File: src/tle_pkg.sv
package tle_pkg;

  localparam int TIME_BITS = 32;
  localparam int FRAC_BITS = 16;
  localparam int CFG_W     = 16;
  localparam int LAT_W     = 31;
  localparam int LON_W     = 32;
  localparam int ALT_W     = 18;
  localparam int POS_W     = 32;

  localparam logic [CFG_W-1:0] MAX_EXT_RESET = CFG_W'(10000);

  // quotient = min(since, limit) * 2^FRAC_BITS / delta
  localparam int QUOT_W     = CFG_W + FRAC_BITS;
  localparam int DIV_CNT_W  = $clog2(QUOT_W);
  localparam logic [DIV_CNT_W-1:0] DIV_LAST = DIV_CNT_W'(QUOT_W - 1);

  localparam int MAG_W  = POS_W;
  localparam int PROD_W = MAG_W + QUOT_W;
  localparam int RND_W  = PROD_W - FRAC_BITS + 1;

  localparam int STEP_CLAMP_LOG = 40;
  localparam int STEP_W         = STEP_CLAMP_LOG + 1;
  localparam logic [STEP_W-1:0] STEP_CLAMP = {1'b1, {STEP_CLAMP_LOG{1'b0}}};

  localparam int SUM_W = STEP_W + 1;

  localparam logic signed [SUM_W-1:0] LAT_MIN = SUM_W'(-900000000);
  localparam logic signed [SUM_W-1:0] LAT_MAX = SUM_W'(900000000);
  localparam logic signed [SUM_W-1:0] LON_MIN = SUM_W'(-1800000000);
  localparam logic signed [SUM_W-1:0] LON_MAX = SUM_W'(1800000000);
  localparam logic signed [SUM_W-1:0] ALT_MIN = SUM_W'(-2000);
  localparam logic signed [SUM_W-1:0] ALT_MAX = SUM_W'(100000);

  typedef enum logic [2:0] {
    ST_IDLE,
    ST_PREP,
    ST_DIV,
    ST_DIFF,
    ST_MUL,
    ST_STEP,
    ST_ADD,
    ST_OUT
  } state_t;

  typedef enum logic [1:0] {
    COMP_LAT,
    COMP_LON,
    COMP_ALT
  } comp_t;

  typedef struct packed {
    logic  accept;
    logic  prep;
    logic  div_step;
    logic  diff;
    logic  mul;
    logic  step;
    logic  add;
    logic  out_load;
    comp_t comp;
  } ctrl_cmd_t;

  typedef struct packed {
    logic proj_ok;
    logic out_busy;
  } dp_status_t;

endpackage

File: src/tle_cfg_if.sv
interface tle_cfg_if import tle_pkg::*; ();
  logic             valid;
  logic             ready;
  logic [CFG_W-1:0] data;

  modport source (output valid, output data, input ready);
  modport sink (input valid, input data, output ready);
endinterface

File: src/tle_in_if.sv
interface tle_in_if import tle_pkg::*; ();
  logic                    valid;
  logic                    ready;
  logic [TIME_BITS-1:0]    sample_time_ms;
  logic signed [LAT_W-1:0] latitude;
  logic signed [LON_W-1:0] longitude;
  logic signed [ALT_W-1:0] altitude_ft;

  modport source (output valid, output sample_time_ms, output latitude,
                  output longitude, output altitude_ft, input ready);
  modport sink (input valid, input sample_time_ms, input latitude,
                input longitude, input altitude_ft, output ready);
endinterface

File: src/tle_out_if.sv
interface tle_out_if import tle_pkg::*; ();
  logic                    valid;
  logic                    ready;
  logic signed [LAT_W-1:0] projected_latitude;
  logic signed [LON_W-1:0] projected_longitude;
  logic signed [ALT_W-1:0] projected_altitude_ft;
  logic                    sample_was_new;
  logic                    projection_applied;

  modport source (output valid, output projected_latitude, output projected_longitude,
                  output projected_altitude_ft, output sample_was_new,
                  output projection_applied, input ready);
  modport sink (input valid, input projected_latitude, input projected_longitude,
                input projected_altitude_ft, input sample_was_new,
                input projection_applied, output ready);
endinterface

File: src/tle_ctrl.sv
module tle_ctrl import tle_pkg::*; (
  input  logic       clk,
  input  logic       rst,
  input  logic       in_valid,
  input  dp_status_t status,
  output ctrl_cmd_t  cmd
);

  state_t               state;
  state_t               state_next;
  logic [DIV_CNT_W-1:0] div_cnt;
  comp_t                comp;
  comp_t                comp_succ;

  always_comb begin
    unique case (comp)
      COMP_LAT: comp_succ = COMP_LON;
      COMP_LON: comp_succ = COMP_ALT;
      default:  comp_succ = COMP_LAT;
    endcase
  end

  always_comb begin
    state_next = state;
    unique case (state)
      ST_IDLE: if (in_valid) state_next = ST_PREP;
      ST_PREP: state_next = status.proj_ok ? ST_DIV : ST_DIFF;
      ST_DIV:  if (div_cnt == DIV_LAST) state_next = ST_DIFF;
      ST_DIFF: state_next = ST_MUL;
      ST_MUL:  state_next = ST_STEP;
      ST_STEP: state_next = ST_ADD;
      ST_ADD:  state_next = (comp == COMP_ALT) ? ST_OUT : ST_DIFF;
      ST_OUT:  if (!status.out_busy) state_next = ST_IDLE;
      default: state_next = ST_IDLE;
    endcase
  end

  always_comb begin
    cmd      = '0;
    cmd.comp = comp;
    unique case (state)
      ST_IDLE: cmd.accept   = 1'b1;
      ST_PREP: cmd.prep     = 1'b1;
      ST_DIV:  cmd.div_step = 1'b1;
      ST_DIFF: cmd.diff     = 1'b1;
      ST_MUL:  cmd.mul      = 1'b1;
      ST_STEP: cmd.step     = 1'b1;
      ST_ADD:  cmd.add      = 1'b1;
      ST_OUT:  cmd.out_load = !status.out_busy;
      default: cmd.accept   = 1'b0;
    endcase
  end

  always_ff @(posedge clk) begin
    if (rst) begin
      state   <= ST_IDLE;
      div_cnt <= '0;
      comp    <= COMP_LAT;
    end else begin
      state <= state_next;
      if (state == ST_PREP) begin
        div_cnt <= '0;
        comp    <= COMP_LAT;
      end else begin
        if (state == ST_DIV) div_cnt <= div_cnt + 1'b1;
        if (state == ST_ADD) comp <= comp_succ;
      end
    end
  end

endmodule

File: src/tle_dp.sv
module tle_dp import tle_pkg::*; (
  input  logic        clk,
  input  logic        rst,
  input  ctrl_cmd_t   cmd,
  output dp_status_t  status,
  tle_cfg_if.sink     cfg,
  tle_in_if.sink      sample,
  tle_out_if.source   result
);

  logic [CFG_W-1:0] max_ext;

  logic signed [POS_W-1:0] newest_lat, newest_lon, older_lat, older_lon;
  logic signed [ALT_W-1:0] newest_alt, older_alt;
  logic [TIME_BITS-1:0]    newest_time, older_time, now_time;
  logic                    newest_valid, older_valid;
  logic                    is_new_r;

  logic [TIME_BITS-1:0] rem;
  logic [QUOT_W-1:0]    quot;
  logic [MAG_W-1:0]     mag;
  logic                 neg;
  logic [PROD_W-1:0]    prod;
  logic [STEP_W-1:0]    step;

  logic signed [LAT_W-1:0] res_lat;
  logic signed [LON_W-1:0] res_lon;
  logic signed [ALT_W-1:0] res_alt;

  logic                    fire;
  logic signed [POS_W-1:0] in_lat, in_lon;
  logic                    is_new;
  logic [TIME_BITS-1:0]    delta, since;
  logic [CFG_W-1:0]        ext;
  logic [TIME_BITS:0]      rem_sh, rem_sub;
  logic signed [POS_W-1:0] cur, old;
  logic signed [POS_W:0]   diff;
  logic [RND_W-1:0]        step_rnd;
  logic signed [SUM_W-1:0] cur_ext, step_s, sum, lo, hi, sat;

  assign cfg.ready    = 1'b1;
  assign sample.ready = cmd.accept;
  assign fire         = sample.valid && cmd.accept;

  assign in_lat = POS_W'(sample.latitude);
  assign in_lon = POS_W'(sample.longitude);
  assign is_new = !newest_valid || in_lat != newest_lat || in_lon != newest_lon
               || sample.altitude_ft != newest_alt;

  assign delta = newest_time - older_time;
  assign since = now_time - newest_time;
  assign ext   = (since < TIME_BITS'(max_ext)) ? since[CFG_W-1:0] : max_ext;

  assign status.proj_ok  = older_valid && (delta != '0);
  assign status.out_busy = result.valid && !result.ready;

  // restoring divider, one quotient bit per beat of the step command
  assign rem_sh  = {rem, quot[QUOT_W-1]};
  assign rem_sub = rem_sh - {1'b0, delta};

  always_comb begin
    case (cmd.comp)
      COMP_LAT: begin
        cur = newest_lat;
        old = older_lat;
        lo  = LAT_MIN;
        hi  = LAT_MAX;
      end
      COMP_LON: begin
        cur = newest_lon;
        old = older_lon;
        lo  = LON_MIN;
        hi  = LON_MAX;
      end
      default: begin
        cur = POS_W'(newest_alt);
        old = POS_W'(older_alt);
        lo  = ALT_MIN;
        hi  = ALT_MAX;
      end
    endcase
  end

  assign diff     = (POS_W + 1)'(cur) - (POS_W + 1)'(old);
  // round half away from zero on the magnitude
  assign step_rnd = {1'b0, prod[PROD_W-1:FRAC_BITS]} + RND_W'(prod[FRAC_BITS-1]);

  assign cur_ext = SUM_W'(cur);
  assign step_s  = $signed({1'b0, step});
  assign sum     = neg ? cur_ext - step_s : cur_ext + step_s;
  assign sat     = (sum < lo) ? lo : ((sum > hi) ? hi : sum);

  always_ff @(posedge clk) begin
    if (rst) begin
      max_ext      <= MAX_EXT_RESET;
      newest_valid <= 1'b0;
      older_valid  <= 1'b0;
      result.valid <= 1'b0;
    end else begin
      if (cfg.valid) max_ext <= cfg.data;
      if (fire && is_new) begin
        newest_valid <= 1'b1;
        if (newest_valid) older_valid <= 1'b1;
      end
      if (cmd.out_load) result.valid <= 1'b1;
      else if (result.ready) result.valid <= 1'b0;
    end
  end

  always_ff @(posedge clk) begin
    if (fire) begin
      now_time <= sample.sample_time_ms;
      is_new_r <= is_new;
      if (is_new) begin
        older_lat   <= newest_lat;
        older_lon   <= newest_lon;
        older_alt   <= newest_alt;
        older_time  <= newest_time;
        newest_lat  <= in_lat;
        newest_lon  <= in_lon;
        newest_alt  <= sample.altitude_ft;
        newest_time <= sample.sample_time_ms;
      end
    end

    if (cmd.prep) begin
      rem  <= '0;
      quot <= {ext, {FRAC_BITS{1'b0}}};
    end else if (cmd.div_step) begin
      if (!rem_sub[TIME_BITS]) begin
        rem  <= rem_sub[TIME_BITS-1:0];
        quot <= {quot[QUOT_W-2:0], 1'b1};
      end else begin
        rem  <= rem_sh[TIME_BITS-1:0];
        quot <= {quot[QUOT_W-2:0], 1'b0};
      end
    end

    if (cmd.diff) begin
      neg <= diff[POS_W];
      mag <= diff[POS_W] ? MAG_W'(-diff) : MAG_W'(diff);
    end

    if (cmd.mul) prod <= mag * quot;

    if (cmd.step) begin
      if (!status.proj_ok) step <= '0;
      else if (step_rnd > RND_W'(STEP_CLAMP)) step <= STEP_CLAMP;
      else step <= step_rnd[STEP_W-1:0];
    end

    if (cmd.add) begin
      case (cmd.comp)
        COMP_LAT: res_lat <= sat[LAT_W-1:0];
        COMP_LON: res_lon <= sat[LON_W-1:0];
        default:  res_alt <= sat[ALT_W-1:0];
      endcase
    end

    if (cmd.out_load) begin
      result.projected_latitude    <= res_lat;
      result.projected_longitude   <= res_lon;
      result.projected_altitude_ft <= res_alt;
      result.sample_was_new        <= is_new_r;
      result.projection_applied    <= status.proj_ok;
    end
  end

endmodule

File: src/track_linear_extrapolator.sv
// An accepted report passes through PREP, the serial divider (DIV, skipped when no
// projection applies), then DIFF, MUL, STEP and ADD for each component, and OUT.
// No new report is taken until the last one has left OUT, which waits while the output
// is stalled; the serial divider, one quotient bit per cycle, is the longest part.
// A finished result waits in the output register while the next report is taken.
// Reset (rst, synchronous) clears both samples and sets the limit to 10000 ms.
module track_linear_extrapolator import tle_pkg::*; (
  input  logic      clk,
  input  logic      rst,
  tle_cfg_if.sink   cfg,
  tle_in_if.sink    sample,
  tle_out_if.source result
);

  ctrl_cmd_t  cmd;
  dp_status_t status;

  tle_ctrl u_ctrl (
    .clk      (clk),
    .rst      (rst),
    .in_valid (sample.valid),
    .status   (status),
    .cmd      (cmd)
  );

  tle_dp u_dp (
    .clk    (clk),
    .rst    (rst),
    .cmd    (cmd),
    .status (status),
    .cfg    (cfg),
    .sample (sample),
    .result (result)
  );

endmodule

File: src/flat_wrapper.sv
// flat-port wrapper written by rule: the top's interface ports become plain ports
module track_linear_extrapolator_flat import tle_pkg::*;
  (clk, rst, cfg_valid, cfg_data, cfg_ready, sample_valid, sample_sample_time_ms, sample_latitude, sample_longitude, sample_altitude_ft, sample_ready, result_valid, result_projected_latitude, result_projected_longitude, result_projected_altitude_ft, result_sample_was_new, result_projection_applied, result_ready);
  tle_cfg_if cfg_i ();
  tle_in_if sample_i ();
  tle_out_if result_i ();
  input  logic clk;
  input  logic rst;
  input wire logic [$bits(cfg_i.valid)-1:0] cfg_valid;
  input wire logic [$bits(cfg_i.data)-1:0] cfg_data;
  output wire logic [$bits(cfg_i.ready)-1:0] cfg_ready;
  input wire logic [$bits(sample_i.valid)-1:0] sample_valid;
  input wire logic [$bits(sample_i.sample_time_ms)-1:0] sample_sample_time_ms;
  input wire logic [$bits(sample_i.latitude)-1:0] sample_latitude;
  input wire logic [$bits(sample_i.longitude)-1:0] sample_longitude;
  input wire logic [$bits(sample_i.altitude_ft)-1:0] sample_altitude_ft;
  output wire logic [$bits(sample_i.ready)-1:0] sample_ready;
  output wire logic [$bits(result_i.valid)-1:0] result_valid;
  output wire logic [$bits(result_i.projected_latitude)-1:0] result_projected_latitude;
  output wire logic [$bits(result_i.projected_longitude)-1:0] result_projected_longitude;
  output wire logic [$bits(result_i.projected_altitude_ft)-1:0] result_projected_altitude_ft;
  output wire logic [$bits(result_i.sample_was_new)-1:0] result_sample_was_new;
  output wire logic [$bits(result_i.projection_applied)-1:0] result_projection_applied;
  input wire logic [$bits(result_i.ready)-1:0] result_ready;
  assign cfg_i.valid = cfg_valid;
  assign cfg_i.data = cfg_data;
  assign cfg_ready = cfg_i.ready;
  assign sample_i.valid = sample_valid;
  assign sample_i.sample_time_ms = sample_sample_time_ms;
  assign sample_i.latitude = sample_latitude;
  assign sample_i.longitude = sample_longitude;
  assign sample_i.altitude_ft = sample_altitude_ft;
  assign sample_ready = sample_i.ready;
  assign result_valid = result_i.valid;
  assign result_projected_latitude = result_i.projected_latitude;
  assign result_projected_longitude = result_i.projected_longitude;
  assign result_projected_altitude_ft = result_i.projected_altitude_ft;
  assign result_sample_was_new = result_i.sample_was_new;
  assign result_projection_applied = result_i.projection_applied;
  assign result_i.ready = result_ready;
  track_linear_extrapolator u_core (.clk(clk), .rst(rst), .cfg(cfg_i), .sample(sample_i), .result(result_i));
endmodule
File: config.mk
export PLATFORM = sky130hd
export DESIGN_NAME = track_linear_extrapolator_flat
export DESIGN_NICKNAME = d
export VERILOG_FILES = /design/src/tle_pkg.sv /design/src/tle_cfg_if.sv /design/src/tle_in_if.sv /design/src/tle_out_if.sv /design/src/tle_ctrl.sv /design/src/tle_dp.sv /design/src/track_linear_extrapolator.sv /design/src/flat_wrapper.sv
export SDC_FILE = /design/constraint.sdc
export NUM_CORES = 2
export LEC_CHECK = 0
export BUFFER_PORTS_ARGS = -buffer_cell sky130_fd_sc_hd__buf_2
export CORE_AREA = 2 2 330 332
export CTS_CLUSTER_DIAMETER = 150
export DETAILED_ROUTE_END_ITERATION = 10
export DIE_AREA = 0 0 332 334
export PLACE_DENSITY = 0.9
export SLEW_MARGIN = 20
export SYNTH_ARGS = -nofsm -noshare
export SYNTH_HDL_FRONTEND = slang
export SYNTH_SLANG_ARGS = --single-unit
File: constraint.sdc
create_clock -name clk -period 12 [get_ports clk]
set_input_delay 2.4 -clock clk [delete_from_list [all_inputs] [get_ports clk]]
set_output_delay 2.4 -clock clk [all_outputs]
set_load 0.005 [all_outputs]
==> results.txt <==
Sequential elements use 26.59% of the synthesized area. In the synthesized netlist the dominant register cell turns out to be edfxtp_1. When the netlist entered floorplanning its net count stood at 8,567.

Across the run, the number of max-cap violations was 0. Setup violations remaining at the end of the flow were counted as 0. Gates resized during post-CTS repair numbered 0.

The tools report the tightest hold margin as 0.4121 ns. The count of pins over their slew limit is 0. The critical path is of the flip-flop to flip-flop type.

Peak clock frequency supported by timing: 0.1059 GHz. The shortest clock period the worst path allows after layout was 9.442 ns; the via count normalized by instance count was 6.198. By instance count, the cell type seen most on the critical path is fa_1. The top cell type by area accounts for 26.01% of the synthesized area.

For this configuration, the core starts out at a cell density of 64.27%. Measured along the y axis, the die boundary spans 334 um. The synthesized netlist contains 100 unique library cells. The worst setup path is launched from a flip-flop. The number of warning messages in the yosys log was 0; the number of enable flip-flop cells after synthesis was 562. The floorplan step defined a core boundary enclosing 0.1078 sq mm. TritonCTS built the clock tree.

The fraction of final layout cells sized beyond drive strength 1 was 6.784%; the simple-gate share of the synthesized area was 15.35%. The slowest cell on the critical path is edfxtp_1. After synthesis, the share of cell area in mux cells is 1.607%. The clock buffer count from CTS is 69, and the number of port buffers is 218. The worst setup path is captured at a flip-flop. The final route contains 53.19k vias.

On the worst path, the slowest cell contributes a delay of 0.92 ns. The detail route stage leaves a number of antenna-violating nets equal to 0. The number of antenna violations at the first check in global routing was 2; the flip-flop and latch count after synthesis was 639.

The combinational family with the most area after synthesis is adder cells. The worst min-delay path class was flip-flop to flip-flop. Adding up every negative setup slack in the final design gives 0 ns.

By instance count, the leading cell after synthesis is inv_1. The synthesized netlist occupies a cell area of 0.06927 sq mm. The number of design rule violations left after detail routing was 0. Setup slack on the critical path of the routed design comes to 2.558 ns. The worst-skew pair later-pin latency was 0.67 ns.

Compared with the post-synthesis result, the final layout area differs by 6.858%. The via count of the first global-routing pass was 56.25k; the row count was 121. The detailed router finished its first iteration with 5,509 violations.

The placer's final routability congestion estimate was 0.9812. The share of the synthesized area in compound gates (AO/OA/AOI/OAI) is 9.768%. The family with the most delay on the worst path was adder cells.

By area the synthesized netlist is led by fa_1 (26%), edfxtp_1 (24%), ha_1 (8.9%). Of all nets on the critical path, the largest fanout is 19. The run finished with clean final reports.

The die covers 0.1109 sq mm. For the pin with the worst max-slew slack, the measured transition is 1.181 ns. The total global-route track usage was 34.50%; the number of failing hold endpoints at the final stage was 0.

Clock tree synthesis found a total of 639 sinks. The critical path buffer and inverter count was 5. The commonest cells after synthesis are inv_1 (1,095), fa_1 (900), nand2_1 (705).

The clock transition at the registers of the reported paths is 0.06 ns, and the final-stage net count is 8,633. The die is 332 um wide. The total wire length after detailed routing came out at 189.1 mm.

After legalization and detailed placement, the total HPWL measured 143.1 mm. Of the total synthesized cell area, the portion taken by full adders, half adders and majority gates is 34.88%. In the final routed layout, each cell accounts on average for 22.04 um. For the total grt overflow, the log shows 0.

The logs give 3 for the buffer depth of the longest clock path and 8 for the iteration count of the initial detailed-routing pass. The mean cell area of the mapped netlist is 9.837 sq um. The number of setup buffers added after CTS is 0. The worst endpoint data arrival time came out at 9.79 ns. The tools report the clock tree root driver cell as clkbuf_16.

Summing the areas of all xor and xnor instances in the mapped netlist gives 4.131% of the synthesized area. The clock tree synthesis step divided the H-tree into 3 levels. Headroom to the max-slew limit came out at 20.44%. The final critical path takes up 78.68% of the cycle.

In the synthesized netlist the async set-or-reset flop fraction comes to 0%. For this design the top-level I/O count stands at 220. Counting every instance in the synthesized netlist gives 7,042. At the worst endpoint, the required time is 12.35 ns.

Setup repair after global routing left no endpoint under its margin. Worst setup skew after layout: 0.05531 ns. The tools report the number of buffers added to fix hold violations after cts as 0.

The first global-routing pass estimated 299.6 mm of wire. Timing analysis after detailed placement gives a worst setup slack of 2.846 ns. The most area-hungry cell type in the Yosys netlist was fa_1. Entering global routing, the biggest net connects 86 pins.
routing by layer:
metal	vias up	wire, um	global-route usage (%)
met5	-	0	0
met4	0	15030	24.03
met3	892	17790	6.210
met2	3207	91000	57.53
met1	25890	65290	40.78
li1	23200	-	-
cell usage in the layout (no fill, tap or decap), types with 20 or more instances in the layout:
| cell | count |
|---|---|
| a211oi_1 | 34 |
| a21o_1 | 120 |
| a21oi_1 | 326 |
| a31oi_1 | 35 |
| and2_1 | 626 |
| and3_1 | 40 |
| buf_2 | 218 |
| buf_4 | 86 |
| clkbuf_16 | 69 |
| dfxtp_1 | 75 |
| edfxtp_1 | 562 |
| fa_1 | 900 |
| ha_1 | 491 |
| inv_1 | 1095 |
| mux2i_1 | 91 |
| nand2_1 | 705 |
| nand2b_1 | 24 |
| nand3_1 | 89 |
| nand4_1 | 60 |
| nor2_1 | 306 |
| nor2b_1 | 35 |
| nor3_1 | 77 |
| nor4_1 | 42 |
| o211ai_1 | 21 |
| o21a_1 | 44 |
| o21ai_0 | 218 |
| o21ai_1 | 25 |
| o21bai_1 | 32 |
| o22ai_1 | 20 |
| xnor2_1 | 185 |
| xor2_1 | 137 |
metrics by stage:
step           utilization [%]  std cells  area, sq um
3_3_place_gp             66.48       8449        71660
2_1_floorplan                -       7042        69270
6_report                 68.67       8582        74020
3_5_place_dp             66.48       8449        71660
5_1_grt                  68.67       8579        74020
4_1_cts                  68.62       8576        73970
cell families (layout without fill, tap and decap cells):
logic type,after synthesis,count (layout)
fa+ha+maj,1391,1391
buf+inv,1408,1530
other cells,1,5
flops,639,639
xor+xnor,325,325
mux,108,108
compound gates,1059,1059
simple gates,2111,2111
state kept, by name, indices dropped and copies added, names as in the netlist, 18 cells and up:
register                                  flops
u_core.u_dp.mag                              32
u_core.u_dp.newest_alt                       18
u_core.u_dp.newest_lat                       31
u_core.u_dp.newest_lon                       32
u_core.u_dp.newest_time                      32
u_core.u_dp.now_time                         32
u_core.u_dp.older_alt                        18
u_core.u_dp.older_lat                        31
u_core.u_dp.older_lon                        32
u_core.u_dp.older_time                       32
u_core.u_dp.prod                             49
u_core.u_dp.quot                             32
u_core.u_dp.rem                              32
u_core.u_dp.res_alt                          18
u_core.u_dp.res_lat                          31
u_core.u_dp.res_lon                          32
u_core.u_dp.result.projected_altitude_ft     18
u_core.u_dp.result.projected_latitude        31
u_core.u_dp.result.projected_longitude       32
u_core.u_dp.step                             41
final timing paths:
kind                               start  depth (start not counted)                                   endpoint  slack [ns]
hold / removal    u_core.u_dp.res_lon[4]                          0  u_core.u_dp.result.projected_longitude[4]        0.41
setup reg to reg     u_core.u_dp.mag[12]                         25                       u_core.u_dp.prod[57]        2.56
hold reg to reg   u_core.u_dp.res_lon[4]                          0  u_core.u_dp.result.projected_longitude[4]        0.41
setup / recovery     u_core.u_dp.mag[12]                         25                       u_core.u_dp.prod[57]        2.56
area by class of cell:
class,instances,area [sq um]
diodes,4,10.01
clock buffers,88,1828
clock inverters,39,486.7
fillers,7583,33770
inverters,1097,4118
multi-input cells,4995,45610
flip-flops and latches,639,18420
well taps,1414,1769
repair buffers,306,1779
Power is not shown: default switching activity piles up to over one toggle a cycle in this logic, so the estimate is an artifact.
